==> config.mk <==
export PLATFORM = sky130hd
export DESIGN_NAME = ansi_utf8_terminal_line_parser_flat
export DESIGN_NICKNAME = d
export VERILOG_FILES = /design/src/hdl/autlp_pkg.sv /design/src/hdl/autlp_in_if.sv /design/src/hdl/autlp_out_if.sv /design/src/hdl/ansi_utf8_terminal_line_parser.sv /design/src/hdl/autlp_ram.sv /design/src/hdl/autlp_datapath.sv /design/src/hdl/autlp_ctrl.sv /design/src/flat_wrapper.sv
export SDC_FILE = /design/constraint.sdc
export NUM_CORES = 2
export LEC_CHECK = 0
export BUFFER_PORTS_ARGS = -buffer_cell sky130_fd_sc_hd__buf_2
export CAP_MARGIN = 0
export CORE_ASPECT_RATIO = 1.5
export CORE_UTILIZATION = 55
export DETAILED_ROUTE_END_ITERATION = 7
export PLACE_DENSITY = 0.71
export SLEW_MARGIN = 20
export SYNTH_ARGS = -nofsm -noshare
export SYNTH_HDL_FRONTEND = slang
export SYNTH_HIERARCHICAL = 1
export SYNTH_SLANG_ARGS = --single-unit
==> constraint.sdc <==
create_clock -name clk -period 10.3 [get_ports clk]
set_clock_uncertainty 0.05 [all_clocks]
set_input_delay 1.03 -clock clk [delete_from_list [all_inputs] [get_ports clk]]
set_output_delay 1.03 -clock clk [all_outputs]
set_load 0.01 [all_outputs]
==> src/hdl/autlp_pkg.sv <==
`default_nettype none
// ----------------------------------------------------------------------------
// autlp_pkg
// Shared types and constants of the terminal line parser: line geometry,
// cell layout, parse modes, character codes and controller/datapath buses.
// ----------------------------------------------------------------------------
package autlp_pkg;

  localparam int LINE_WIDTH = 64;
  localparam int COL_W      = $clog2(LINE_WIDTH + 1);
  localparam int ADDR_W     = $clog2(LINE_WIDTH);

  typedef struct packed {
    logic [15:0] code;
    logic [6:0]  fore;
    logic [6:0]  back;
  } cell_t;

  localparam int CELL_W = $bits(cell_t);

  // parse modes
  localparam logic [2:0] MODE_TEXT = 3'd0;
  localparam logic [2:0] MODE_ESC  = 3'd1;
  localparam logic [2:0] MODE_CSI  = 3'd2;
  localparam logic [2:0] MODE_U3   = 3'd3;
  localparam logic [2:0] MODE_U4   = 3'd4;

  // received bytes of interest
  localparam logic [7:0] CH_ESC    = 8'h1b;
  localparam logic [7:0] CH_BS     = 8'h08;
  localparam logic [7:0] CH_CR     = 8'h0d;
  localparam logic [7:0] CH_LF     = 8'h0a;
  localparam logic [7:0] CH_LBRACK = 8'h5b;
  localparam logic [7:0] CH_SGR    = 8'h6d;
  localparam logic [7:0] CH_D0     = 8'h30;
  localparam logic [7:0] CH_D9     = 8'h39;

  // UTF-8 lead byte patterns
  localparam logic [7:0] LEAD3_MASK = 8'hf0;
  localparam logic [7:0] LEAD3_VAL  = 8'he0;
  localparam logic [7:0] LEAD2_MASK = 8'he0;
  localparam logic [7:0] LEAD2_VAL  = 8'hc0;

  // colours
  localparam logic [6:0] FORE_RESET = 7'd37;
  localparam logic [6:0] BACK_RESET = 7'd40;
  localparam logic [9:0] FG_LO  = 10'd30;
  localparam logic [9:0] FG_HI  = 10'd37;
  localparam logic [9:0] FGB_LO = 10'd90;
  localparam logic [9:0] FGB_HI = 10'd97;
  localparam logic [9:0] BG_LO  = 10'd40;
  localparam logic [9:0] BG_HI  = 10'd47;
  localparam logic [9:0] BGB_LO = 10'd100;
  localparam logic [9:0] BGB_HI = 10'd107;

  localparam logic [9:0] ACC_MAX = 10'd1023;

  // controller -> datapath
  typedef struct packed {
    logic load;       // latch the received byte
    logic pre;        // commit the mode-dependent front step
    logic plain;      // commit the plain-text step
    logic rd_plain;   // read the cell the plain step works on
    logic scan;       // line feed scan in progress
    logic scan_step;  // take the current cell into the run
    logic scan_end;   // close the run and clear the line
  } autlp_cmd_t;

  // datapath -> controller
  typedef struct packed {
    logic pre_consumed;
    logic pre_merge;
    logic is_bs;
    logic is_lf;
    logic cur_nz;
    logic pend_valid;
    logic out_free;
  } autlp_sts_t;

endpackage
`default_nettype wire

==> src/hdl/autlp_in_if.sv <==
`default_nettype none
// ----------------------------------------------------------------------------
// autlp_in_if
// Byte input channel: valid/ready handshake with one received byte.
// ----------------------------------------------------------------------------
interface autlp_in_if;
  logic       valid;
  logic       ready;
  logic [7:0] rx_byte;

  modport source (output valid, output rx_byte, input ready);
  modport sink   (input valid, input rx_byte, output ready);
endinterface
`default_nettype wire

==> src/hdl/autlp_out_if.sv <==
`default_nettype none
// ----------------------------------------------------------------------------
// autlp_out_if
// Result channel: valid/ready handshake with one emitted line cell.
// ----------------------------------------------------------------------------
interface autlp_out_if;
  logic        valid;
  logic        ready;
  logic [15:0] code_point;
  logic [6:0]  fore_colour;
  logic [6:0]  back_colour;
  logic        empty_line;
  logic        last_cell;

  modport source (output valid, output code_point, output fore_colour,
                  output back_colour, output empty_line, output last_cell,
                  input ready);
  modport sink   (input valid, input code_point, input fore_colour,
                  input back_colour, input empty_line, input last_cell,
                  output ready);
endinterface
`default_nettype wire

==> src/hdl/ansi_utf8_terminal_line_parser.sv <==
`default_nettype none
// A byte is taken in the idle state, then the front step runs; a plain byte,
// control byte or escape byte ends there, while a backspace or a byte after a
// UTF-8 lead byte adds a store read and the plain step. A line feed then runs
// the scan, one cell per cycle while the output accepts, and closes the run;
// results go through an output register; a new byte waits until all is done.
// Reset (rst_n low, synchronous): valid bits, column, mode, accumulator clear.
// ----------------------------------------------------------------------------
// ansi_utf8_terminal_line_parser
// Serial terminal line parser: SGR colour escapes, UTF-8 decode, line store,
// and per-cell emission of each finished line.
// ----------------------------------------------------------------------------
module ansi_utf8_terminal_line_parser (
  input  wire logic  clk,
  input  wire logic  rst_n,
  autlp_in_if.sink   in_ch,
  autlp_out_if.source out_ch
);
  import autlp_pkg::*;

  autlp_cmd_t cmd;   // controller commands to the datapath
  autlp_sts_t sts;   // datapath status back to the controller
  logic       ctl_ready;

  // Controller: walks each transaction through front step, optional store
  // read and plain step; on line feed it runs the scan until the run closes.
  autlp_ctrl u_ctrl (
    .clk      (clk),
    .rst_n    (rst_n),
    .in_valid (in_ch.valid),
    .in_ready (ctl_ready),
    .sts      (sts),
    .cmd      (cmd)
  );

  // Datapath: parser registers, line store RAM with valid bits (a cell that
  // was never written since reset or the last line feed reads as zero), and
  // the result register that decouples the scan from the output side.
  // Colours come out of reset as 37 on 40; no clearing pass is needed.
  autlp_datapath u_dp (
    .clk         (clk),
    .rst_n       (rst_n),
    .cmd         (cmd),
    .sts         (sts),
    .rx_byte     (in_ch.rx_byte),
    .out_ready   (out_ch.ready),
    .out_valid   (out_ch.valid),
    .code_point  (out_ch.code_point),
    .fore_colour (out_ch.fore_colour),
    .back_colour (out_ch.back_colour),
    .empty_line  (out_ch.empty_line),
    .last_cell   (out_ch.last_cell)
  );

  assign in_ch.ready = ctl_ready;

endmodule
`default_nettype wire

==> src/hdl/autlp_ram.sv <==
`default_nettype none
// ----------------------------------------------------------------------------
// autlp_ram
// Generic single-write, single-read RAM with registered read data.
// ----------------------------------------------------------------------------
module autlp_ram #(
  parameter int WIDTH = 8,
  parameter int DEPTH = 16
) (
  input  wire logic                     clk,
  input  wire logic                     we,
  input  wire logic [$clog2(DEPTH)-1:0] waddr,
  input  wire logic [WIDTH-1:0]         wdata,
  input  wire logic [$clog2(DEPTH)-1:0] raddr,
  output logic      [WIDTH-1:0]         rdata
);

  logic [WIDTH-1:0] mem [DEPTH];

  always_ff @(posedge clk) begin
    if (we) begin
      mem[waddr] <= wdata;
    end
    rdata <= mem[raddr];
  end

endmodule
`default_nettype wire

==> src/hdl/autlp_datapath.sv <==
`default_nettype none
// ----------------------------------------------------------------------------
// autlp_datapath
// Parser registers, line store with per-cell valid bits, line feed scan and
// the result register.
// ----------------------------------------------------------------------------
module autlp_datapath (
  input  wire logic                   clk,
  input  wire logic                   rst_n,
  input  wire autlp_pkg::autlp_cmd_t  cmd,
  output autlp_pkg::autlp_sts_t       sts,
  input  wire logic [7:0]             rx_byte,
  input  wire logic                   out_ready,
  output logic                        out_valid,
  output logic [15:0]                 code_point,
  output logic [6:0]                  fore_colour,
  output logic [6:0]                  back_colour,
  output logic                        empty_line,
  output logic                        last_cell
);
  import autlp_pkg::*;

  logic [7:0]            byte_r;
  logic [2:0]            mode_r, mode_nxt;
  logic [COL_W-1:0]      col_r, col_nxt;
  logic [9:0]            acc_r, acc_nxt;
  logic [6:0]            fore_r, fore_nxt;
  logic [6:0]            back_r, back_nxt;
  logic [LINE_WIDTH-1:0] valid_r, valid_nxt;
  logic                  rd_valid_r;
  logic [COL_W-1:0]      idx_r, idx_nxt;
  cell_t                 pend_r, pend_nxt;
  logic                  pend_valid_r, pend_valid_nxt;
  logic                  out_valid_r, out_valid_nxt;
  cell_t                 out_cell_r, out_cell_nxt;
  logic                  out_empty_r, out_empty_nxt;
  logic                  out_last_r, out_last_nxt;

  logic [CELL_W-1:0] ram_rdata;
  cell_t             rd_cell;
  logic [ADDR_W-1:0] raddr, waddr, plain_addr;
  logic              wr_en;
  cell_t             wr_cell;

  logic              col_lt, idx_lt, is_bs, is_lf, out_load, out_free;
  logic [13:0]       acc_mul;
  logic [9:0]        acc_sat;

  // front step
  logic              pre_consumed, pre_merge;
  logic [2:0]        mode_pre;
  logic [COL_W-1:0]  col_pre;
  logic [9:0]        acc_pre;
  logic [6:0]        fore_pre, back_pre;
  cell_t             merge_cell;

  // plain step
  logic [2:0]        mode_base, mode_pl;
  logic [COL_W-1:0]  col_pl;
  logic              pl_en;
  cell_t             pl_cell;

  assign rd_cell = rd_valid_r ? cell_t'(ram_rdata) : '0;
  assign col_lt  = (col_r < COL_W'(LINE_WIDTH));
  assign idx_lt  = (idx_r < COL_W'(LINE_WIDTH));
  assign is_bs   = (byte_r == CH_BS);
  assign is_lf   = (byte_r == CH_LF);

  assign acc_mul = (14'(acc_r) << 3) + (14'(acc_r) << 1) + 14'(byte_r[3:0]);
  assign acc_sat = (acc_mul > 14'(ACC_MAX)) ? ACC_MAX : acc_mul[9:0];

  always_comb begin
    pre_consumed = 1'b0;
    pre_merge    = 1'b0;
    mode_pre     = MODE_TEXT;
    col_pre      = col_r;
    acc_pre      = acc_r;
    fore_pre     = fore_r;
    back_pre     = back_r;
    merge_cell   = rd_cell;
    case (mode_r)
      MODE_ESC: begin
        if (byte_r == CH_LBRACK) begin
          pre_consumed = 1'b1;
          mode_pre     = MODE_CSI;
          acc_pre      = '0;
        end
      end
      MODE_CSI: begin
        pre_consumed = 1'b1;
        if (byte_r inside {[CH_D0:CH_D9]}) begin
          mode_pre = MODE_CSI;
          acc_pre  = acc_sat;
        end else if (byte_r == CH_SGR) begin
          if (acc_r inside {[FG_LO:FG_HI], [FGB_LO:FGB_HI]}) begin
            fore_pre = acc_r[6:0];
          end else if (acc_r inside {[BG_LO:BG_HI], [BGB_LO:BGB_HI]}) begin
            back_pre = acc_r[6:0];
          end
        end
      end
      MODE_U3: begin
        pre_merge       = 1'b1;
        merge_cell.code = rd_cell.code | {4'b0, byte_r[5:0], 6'b0};
        mode_pre        = MODE_U4;
      end
      MODE_U4: begin
        pre_merge       = 1'b1;
        merge_cell.code = rd_cell.code | {10'b0, byte_r[5:0]};
        merge_cell.fore = fore_r;
        merge_cell.back = back_r;
        col_pre         = col_lt ? col_r + COL_W'(1) : col_r;
      end
      default: ;
    endcase
  end

  assign mode_base  = cmd.pre ? mode_pre : mode_r;
  assign plain_addr = is_bs ? ADDR_W'(col_r - COL_W'(1)) : ADDR_W'(col_r);

  always_comb begin
    mode_pl = mode_base;
    col_pl  = col_r;
    pl_en   = 1'b0;
    pl_cell = rd_cell;
    if (byte_r == CH_ESC) begin
      mode_pl = MODE_ESC;
    end else if (byte_r == CH_CR || is_lf) begin
      col_pl = '0;
    end else if (is_bs) begin
      if (col_r != '0) begin
        col_pl       = col_r - COL_W'(1);
        pl_en        = 1'b1;
        pl_cell.code = '0;
      end
    end else if (byte_r[7]) begin
      if ((byte_r & LEAD3_MASK) == LEAD3_VAL) begin
        mode_pl      = MODE_U3;
        pl_en        = col_lt;
        pl_cell.code = {byte_r[3:0], 12'b0};
      end else if ((byte_r & LEAD2_MASK) == LEAD2_VAL) begin
        mode_pl      = MODE_U4;
        pl_en        = col_lt;
        pl_cell.code = {5'b0, byte_r[4:0], 6'b0};
      end
    end else begin
      pl_en   = col_lt;
      pl_cell = '{code: {8'b0, byte_r}, fore: fore_r, back: back_r};
      col_pl  = col_lt ? col_r + COL_W'(1) : col_r;
    end
  end

  // store write port
  always_comb begin
    wr_en   = 1'b0;
    wr_cell = pl_cell;
    waddr   = ADDR_W'(col_r);
    if (cmd.pre && pre_merge) begin
      wr_en   = col_lt;
      wr_cell = merge_cell;
    end else if (cmd.plain) begin
      wr_en   = pl_en;
      waddr   = plain_addr;
    end
  end

  // store read port
  always_comb begin
    if (cmd.plain && is_lf) begin
      raddr = '0;
    end else if (cmd.scan) begin
      raddr = cmd.scan_step ? ADDR_W'(idx_r + COL_W'(1)) : ADDR_W'(idx_r);
    end else if (cmd.rd_plain) begin
      raddr = plain_addr;
    end else begin
      raddr = ADDR_W'(col_r);
    end
  end

  autlp_ram #(
    .WIDTH (CELL_W),
    .DEPTH (LINE_WIDTH)
  ) u_line_store (
    .clk   (clk),
    .we    (wr_en),
    .waddr (waddr),
    .wdata (wr_cell),
    .raddr (raddr),
    .rdata (ram_rdata)
  );

  assign out_free = !out_valid_r || out_ready;
  assign out_load = (cmd.scan_step && pend_valid_r) || cmd.scan_end;

  always_comb begin
    mode_nxt       = mode_r;
    col_nxt        = col_r;
    acc_nxt        = acc_r;
    fore_nxt       = fore_r;
    back_nxt       = back_r;
    valid_nxt      = valid_r;
    idx_nxt        = idx_r;
    pend_nxt       = pend_r;
    pend_valid_nxt = pend_valid_r;
    out_cell_nxt   = out_cell_r;
    out_empty_nxt  = out_empty_r;
    out_last_nxt   = out_last_r;
    out_valid_nxt  = out_load ? 1'b1 : (out_ready ? 1'b0 : out_valid_r);

    if (cmd.pre) begin
      mode_nxt = mode_pre;
      col_nxt  = col_pre;
      acc_nxt  = acc_pre;
      fore_nxt = fore_pre;
      back_nxt = back_pre;
    end
    if (cmd.plain) begin
      mode_nxt = mode_pl;
      col_nxt  = col_pl;
      if (is_lf) begin
        idx_nxt        = '0;
        pend_valid_nxt = 1'b0;
      end
    end
    if (wr_en) begin
      valid_nxt[waddr] = 1'b1;
    end

    if (cmd.scan_step) begin
      // the result register only takes a cell that is really pending
      if (pend_valid_r) begin
        out_cell_nxt  = pend_r;
        out_empty_nxt = 1'b0;
        out_last_nxt  = 1'b0;
      end
      pend_nxt       = rd_cell;
      pend_valid_nxt = 1'b1;
      idx_nxt        = idx_r + COL_W'(1);
    end
    if (cmd.scan_end) begin
      out_cell_nxt   = pend_valid_r ? pend_r : '0;
      out_empty_nxt  = !pend_valid_r;
      out_last_nxt   = pend_valid_r;
      pend_valid_nxt = 1'b0;
      valid_nxt      = '0;
    end
  end

  always_ff @(posedge clk) begin
    if (!rst_n) begin
      mode_r       <= MODE_TEXT;
      col_r        <= '0;
      acc_r        <= '0;
      fore_r       <= FORE_RESET;
      back_r       <= BACK_RESET;
      valid_r      <= '0;
      rd_valid_r   <= 1'b0;
      pend_valid_r <= 1'b0;
      out_valid_r  <= 1'b0;
      idx_r        <= '0;
    end else begin
      mode_r       <= mode_nxt;
      col_r        <= col_nxt;
      acc_r        <= acc_nxt;
      fore_r       <= fore_nxt;
      back_r       <= back_nxt;
      valid_r      <= valid_nxt;
      rd_valid_r   <= valid_r[raddr];
      pend_valid_r <= pend_valid_nxt;
      out_valid_r  <= out_valid_nxt;
      idx_r        <= idx_nxt;
    end
  end

  always_ff @(posedge clk) begin
    if (cmd.load) begin
      byte_r <= rx_byte;
    end
    pend_r      <= pend_nxt;
    out_cell_r  <= out_cell_nxt;
    out_empty_r <= out_empty_nxt;
    out_last_r  <= out_last_nxt;
  end

  assign sts = '{
    pre_consumed: pre_consumed,
    pre_merge:    pre_merge,
    is_bs:        is_bs,
    is_lf:        is_lf,
    cur_nz:       idx_lt && (rd_cell.code != '0),
    pend_valid:   pend_valid_r,
    out_free:     out_free
  };

  assign out_valid   = out_valid_r;
  assign code_point  = out_cell_r.code;
  assign fore_colour = out_cell_r.fore;
  assign back_colour = out_cell_r.back;
  assign empty_line  = out_empty_r;
  assign last_cell   = out_last_r;

endmodule
`default_nettype wire

==> src/hdl/autlp_ctrl.sv <==
`default_nettype none
// ----------------------------------------------------------------------------
// autlp_ctrl
// Sequencer: byte accept, front step, optional store read, plain step and
// line feed scan.
// ----------------------------------------------------------------------------
module autlp_ctrl (
  input  wire logic                  clk,
  input  wire logic                  rst_n,
  input  wire logic                  in_valid,
  output logic                       in_ready,
  input  wire autlp_pkg::autlp_sts_t sts,
  output autlp_pkg::autlp_cmd_t      cmd
);
  import autlp_pkg::*;

  typedef enum logic [2:0] {
    S_IDLE,
    S_EXEC,
    S_RD,
    S_PLAIN,
    S_SCAN
  } state_t;

  state_t state_r, state_nxt;

  always_comb begin
    state_nxt = state_r;
    cmd       = '0;
    in_ready  = 1'b0;
    case (state_r)
      S_IDLE: begin
        in_ready = 1'b1;
        if (in_valid) begin
          cmd.load  = 1'b1;
          state_nxt = S_EXEC;
        end
      end
      S_EXEC: begin
        cmd.pre = 1'b1;
        if (sts.pre_consumed) begin
          state_nxt = S_IDLE;
        end else if (sts.pre_merge || sts.is_bs) begin
          state_nxt = S_RD;
        end else begin
          cmd.plain = 1'b1;
          state_nxt = sts.is_lf ? S_SCAN : S_IDLE;
        end
      end
      S_RD: begin
        cmd.rd_plain = 1'b1;
        state_nxt    = S_PLAIN;
      end
      S_PLAIN: begin
        cmd.plain = 1'b1;
        state_nxt = sts.is_lf ? S_SCAN : S_IDLE;
      end
      S_SCAN: begin
        cmd.scan = 1'b1;
        if (sts.cur_nz) begin
          cmd.scan_step = !sts.pend_valid || sts.out_free;
        end else if (sts.out_free) begin
          cmd.scan_end = 1'b1;
          state_nxt    = S_IDLE;
        end
      end
      default: state_nxt = S_IDLE;
    endcase
  end

  always_ff @(posedge clk) begin
    if (!rst_n) begin
      state_r <= S_IDLE;
    end else begin
      state_r <= state_nxt;
    end
  end

endmodule
`default_nettype wire

==> src/flat_wrapper.sv <==
// flat-port wrapper written by rule: the top's interface ports become plain ports
module ansi_utf8_terminal_line_parser_flat import autlp_pkg::*;
  (clk, rst_n, in_ch_valid, in_ch_rx_byte, in_ch_ready, out_ch_valid, out_ch_code_point, out_ch_fore_colour, out_ch_back_colour, out_ch_empty_line, out_ch_last_cell, out_ch_ready);
  autlp_in_if in_ch_i ();
  autlp_out_if out_ch_i ();
  input  wire logic clk;
  input  wire logic rst_n;
  input wire logic [$bits(in_ch_i.valid)-1:0] in_ch_valid;
  input wire logic [$bits(in_ch_i.rx_byte)-1:0] in_ch_rx_byte;
  output wire logic [$bits(in_ch_i.ready)-1:0] in_ch_ready;
  output wire logic [$bits(out_ch_i.valid)-1:0] out_ch_valid;
  output wire logic [$bits(out_ch_i.code_point)-1:0] out_ch_code_point;
  output wire logic [$bits(out_ch_i.fore_colour)-1:0] out_ch_fore_colour;
  output wire logic [$bits(out_ch_i.back_colour)-1:0] out_ch_back_colour;
  output wire logic [$bits(out_ch_i.empty_line)-1:0] out_ch_empty_line;
  output wire logic [$bits(out_ch_i.last_cell)-1:0] out_ch_last_cell;
  input wire logic [$bits(out_ch_i.ready)-1:0] out_ch_ready;
  assign in_ch_i.valid = in_ch_valid;
  assign in_ch_i.rx_byte = in_ch_rx_byte;
  assign in_ch_ready = in_ch_i.ready;
  assign out_ch_valid = out_ch_i.valid;
  assign out_ch_code_point = out_ch_i.code_point;
  assign out_ch_fore_colour = out_ch_i.fore_colour;
  assign out_ch_back_colour = out_ch_i.back_colour;
  assign out_ch_empty_line = out_ch_i.empty_line;
  assign out_ch_last_cell = out_ch_i.last_cell;
  assign out_ch_i.ready = out_ch_ready;
  ansi_utf8_terminal_line_parser u_core (.clk(clk), .rst_n(rst_n), .in_ch(in_ch_i), .out_ch(out_ch_i));
endmodule
==> impl_metrics.yaml <==
critical_path:
  cp-end-kind: "flip-flop"
  crit_required_ns: 10.92
  path_max_fanout: 73
  timing.rr.start: "u_core/u_dp/byte_r[2]"
  worstPathArrival_ns: 7.59
  cp-start-kind: "flip-flop"
  crit_start: "u_core/u_dp/byte_r[2]"
  crit_type: "flip-flop to flip-flop"
timing:
  rsz0062_at_grt: "false"
  finalHoldViolations: 0
  fin_crit_ns: 6.97
  holdWs_ns: 0.350
  maxSlewHeadroom_pct: 18.7
  finalWorstSetupSlack_ns: 3.33
  post-route-period-util_pct: 67.7
  finalSetupViolations: 0
  final_max_slew_viol_count: 0
  tightest_slew_ns: 1.21
  finalSetupTns_ns: 0
  max_freq_mhz: 143
yosys:
  synthFlopType: "edfxtp_1"
  synth_fp_nets: 4386
  netlist_area_mm2: 0.0836
  synth_area_per_cell_um2: 19.2
  async_flop_share_pct: 0
  yosys_warnings: 6
  synth_enable_flop_cells: 1990
  ys_ff_latch: 2131
  synth_cell_types: 87
  syn-instance-count: 4348
  ys_seq_area_share_pct: 74.9
clock_tree:
  clock-sinks: 2131
  postCtsSetupBuffers: 0
  path_clk_slew_ns: 0.07
  clkLatencyLatePin_ns: 0.82
  cts_resized: 0
  cts_buffers: 181
  cts_root_buf: "clkbuf_16"
  htreeDepth: 4
  cts_tree: "yes"
  hold_buffers: 0
  cts_max_path_buffers: 3
detailed_routing:
  routed_wl_mm: 212
  vias_per_cell: 6.55
  wire_per_inst_um: 31.8
  dr.pass1.iters: 7
  drc: 0
  dr_total_vias: 43700
  drt_iter0_drc: 5874
  drtAntennaViolNets: 0
worst_hold_path:
  hold_path_class: "input pin to flip-flop"
  worstHoldStart: "in_ch_rx_byte[1]"
die:
  fp.dieW_um: 320
  core_mm2: 0.150
  start_util_pct: 55.5
  rows: 174
  die_area_mm2: 0.154
  ios: 46
  die_h_um: 479
run_status:
  outcome: "complete, no violations"
grt:
  grt_usage_pct: 28.0
  grt_max_degree: 143
  antenna_found_initial: 10
  overflow: 0
  grt_pass1_vias: 43600
  grt_first_pass_wirelength_mm: 306
pwr:
  vdd_drop_max_mv: 0.172
  p_per_area_mw_per_mm2: 185
  leakage_nw: 28.8
place:
  dp.cells: 6336
  dp_hpwl_mm: 124
  gp_congestion: 0.929
  io_buffers: 45
  dp_slack_ns: 3.32
run:
  drv_cap: 0
cells_and_area:
  drive_above_1_share_pct: 22.1
  fillCellCount: 10200
  fin_cells: 6671
  area_growth_pct: 11.1
  num-nets-final: 4533
==> registers in the layout (all words and copies together) (netlist names), 8 cells and up <==
signal and count:
u_core/u_dp/code_point 16, u_core/u_dp/u_line_store/mem 1920, u_core/u_dp/valid_r 64, u_core/u_dp/pend_r 30
u_core/u_dp/byte_r 8, u_core/u_dp/acc_r 10, u_core/u_dp/u_line_store/rdata 30
==> Yosys cell counts (all sizes together) (21+ instances only) <==
| cell type | count | area share [%] |
|---|---|---|
| buf | 116 | 0.92 |
| edfxtp | 1990 | 72 |
| nor2b | 50 | 0.37 |
| and2 | 67 | 0.50 |
| a21oi | 104 | 0.62 |
| nor2 | 241 | 1.1 |
| nor3 | 34 | 0.23 |
| a311oi | 21 | 0.22 |
| mux4 | 408 | 11 |
| nand3 | 56 | 0.36 |
| ha | 24 | 0.36 |
| dfxtp | 141 | 3.4 |
| o22ai | 49 | 0.37 |
| mux2i | 255 | 3.1 |
| nand2 | 93 | 0.42 |
| nor4 | 21 | 0.17 |
| a22oi | 114 | 1.0 |
| inv | 31 | 0.14 |
| clkbuf | 133 | 0.60 |
| nand4 | 45 | 0.34 |
| o21ai | 76 | 0.46 |
| a22o | 22 | 0.23 |
==> metrics by stage <==
step           instance area [um^2]  power (mW)  utilization (%)
2_1_floorplan                 83600        10.3                -
3_3_place_gp                  87100        10.7             57.9
3_5_place_dp                  87100        10.7             57.9
4_1_cts                       92800        17.2             61.7
5_1_grt                       92800        17.6             61.7
6_report                      92800        17.2             61.7
==> final cells by class <==
cell class,instances,area [um^2],area share [%]
sequential,2131,62600,67.4
timing repair buffer,213,1570,1.69
antenna,9,22.5,0.0243
inverter,32,151,0.163
multi-input combinational,1936,20300,21.9
clock buffer,245,4960,5.34
clock inverter,81,729,0.786
tap,2024,2530,2.73
==> where the power goes <==
part | switching, mW | total, mW | internal [mW]
Sequential | 0.0521 | 9.56 | 9.51
Combinational | 0.631 | 0.938 | 0.307
Clock | 3.02 | 6.68 | 3.66
Total | 3.70 | 17.2 | 13.5
==> per-layer routing <==
| metal | routed length (um) | up-vias | GRT usage (%) |
|---|---|---|---|
| li1 | - | 18100 | - |
| met5 | 49 | - | 0 |
| met1 | 76300 | 22800 | 35.8 |
| met4 | 11800 | 8 | 14.3 |
| met2 | 106000 | 2312 | 46.9 |
| met3 | 17800 | 434 | 4.18 |
==> path summary, 6_finish.rpt <==
kind,end,slack (ns),depth (start not counted)
setup / recovery,u_core/u_dp/u_line_store/rdata[27],3.33,19
hold / removal,u_core/u_dp/byte_r[1],0.35,1
setup reg to reg,u_core/u_dp/u_line_store/rdata[27],3.33,19
hold reg to reg,u_core/u_dp/back_r[5],0.41,1
==> cells by family after synthesis <==
logic type,share of synthesized area [%]
AO/OA/AOI/OAI,4.11
XOR/XNOR,0.210
adder cells (fa/ha/maj),0.419
buffers and inverters,1.66
flip-flops,74.9
multiplexers,14.3
AND/OR/NAND/NOR,4.39
==> worst max-delay path: stages (launching register included) <==
cell,delay (ns)
edfxtp_1,0.60
nor4b_2,0.91
nand2_1,0.35
clkinv_1,0.35
nor3_1,0.11
nor2_1,0.15
nor3b_1,0.07
buf_4,0.20
nand3_2,0.19
nand4_1,0.12
buf_4,0.24
inv_8,0.46
buf_12,0.35
buf_4,0.38
buf_4,0.34
mux4_2,0.53
mux2i_1,0.18
nor2_1,0.06
a311oi_1,0.77
nor2_1,0.10
==> placed cells by master (no fill, tap or decap), types with 11 or more instances in the layout <==
cell type	synthesis	routed
edfxtp_1	1990	1990
mux4_2	408	408
mux2i_1	255	255
clkbuf_16	0	185
nor2_1	240	176
buf_4	43	160
dfxtp_1	141	141
a22oi_1	114	114
a21oi_1	104	104
nand2_1	93	85
o21ai_0	75	71
and2_1	67	66
nor2_4	0	60
nand3_1	54	53
clkbuf_1	133	49
nor2b_1	50	47
o22ai_1	49	47
buf_2	51	46
nand4_1	45	45
clkinv_2	0	28
inv_1	29	28
clkinv_1	1	25
ha_1	24	24
nor3_1	29	22
a22o_1	22	22
mux2_2	20	20
nand2b_1	20	19
a311oi_1	21	17
nor4_1	19	16
and3_1	17	15
o221ai_1	16	15
o22a_1	12	12
nand3b_1	12	12
nor3_2	5	12
bufinv_16	0	11
(Power assumes the default switching activity.)
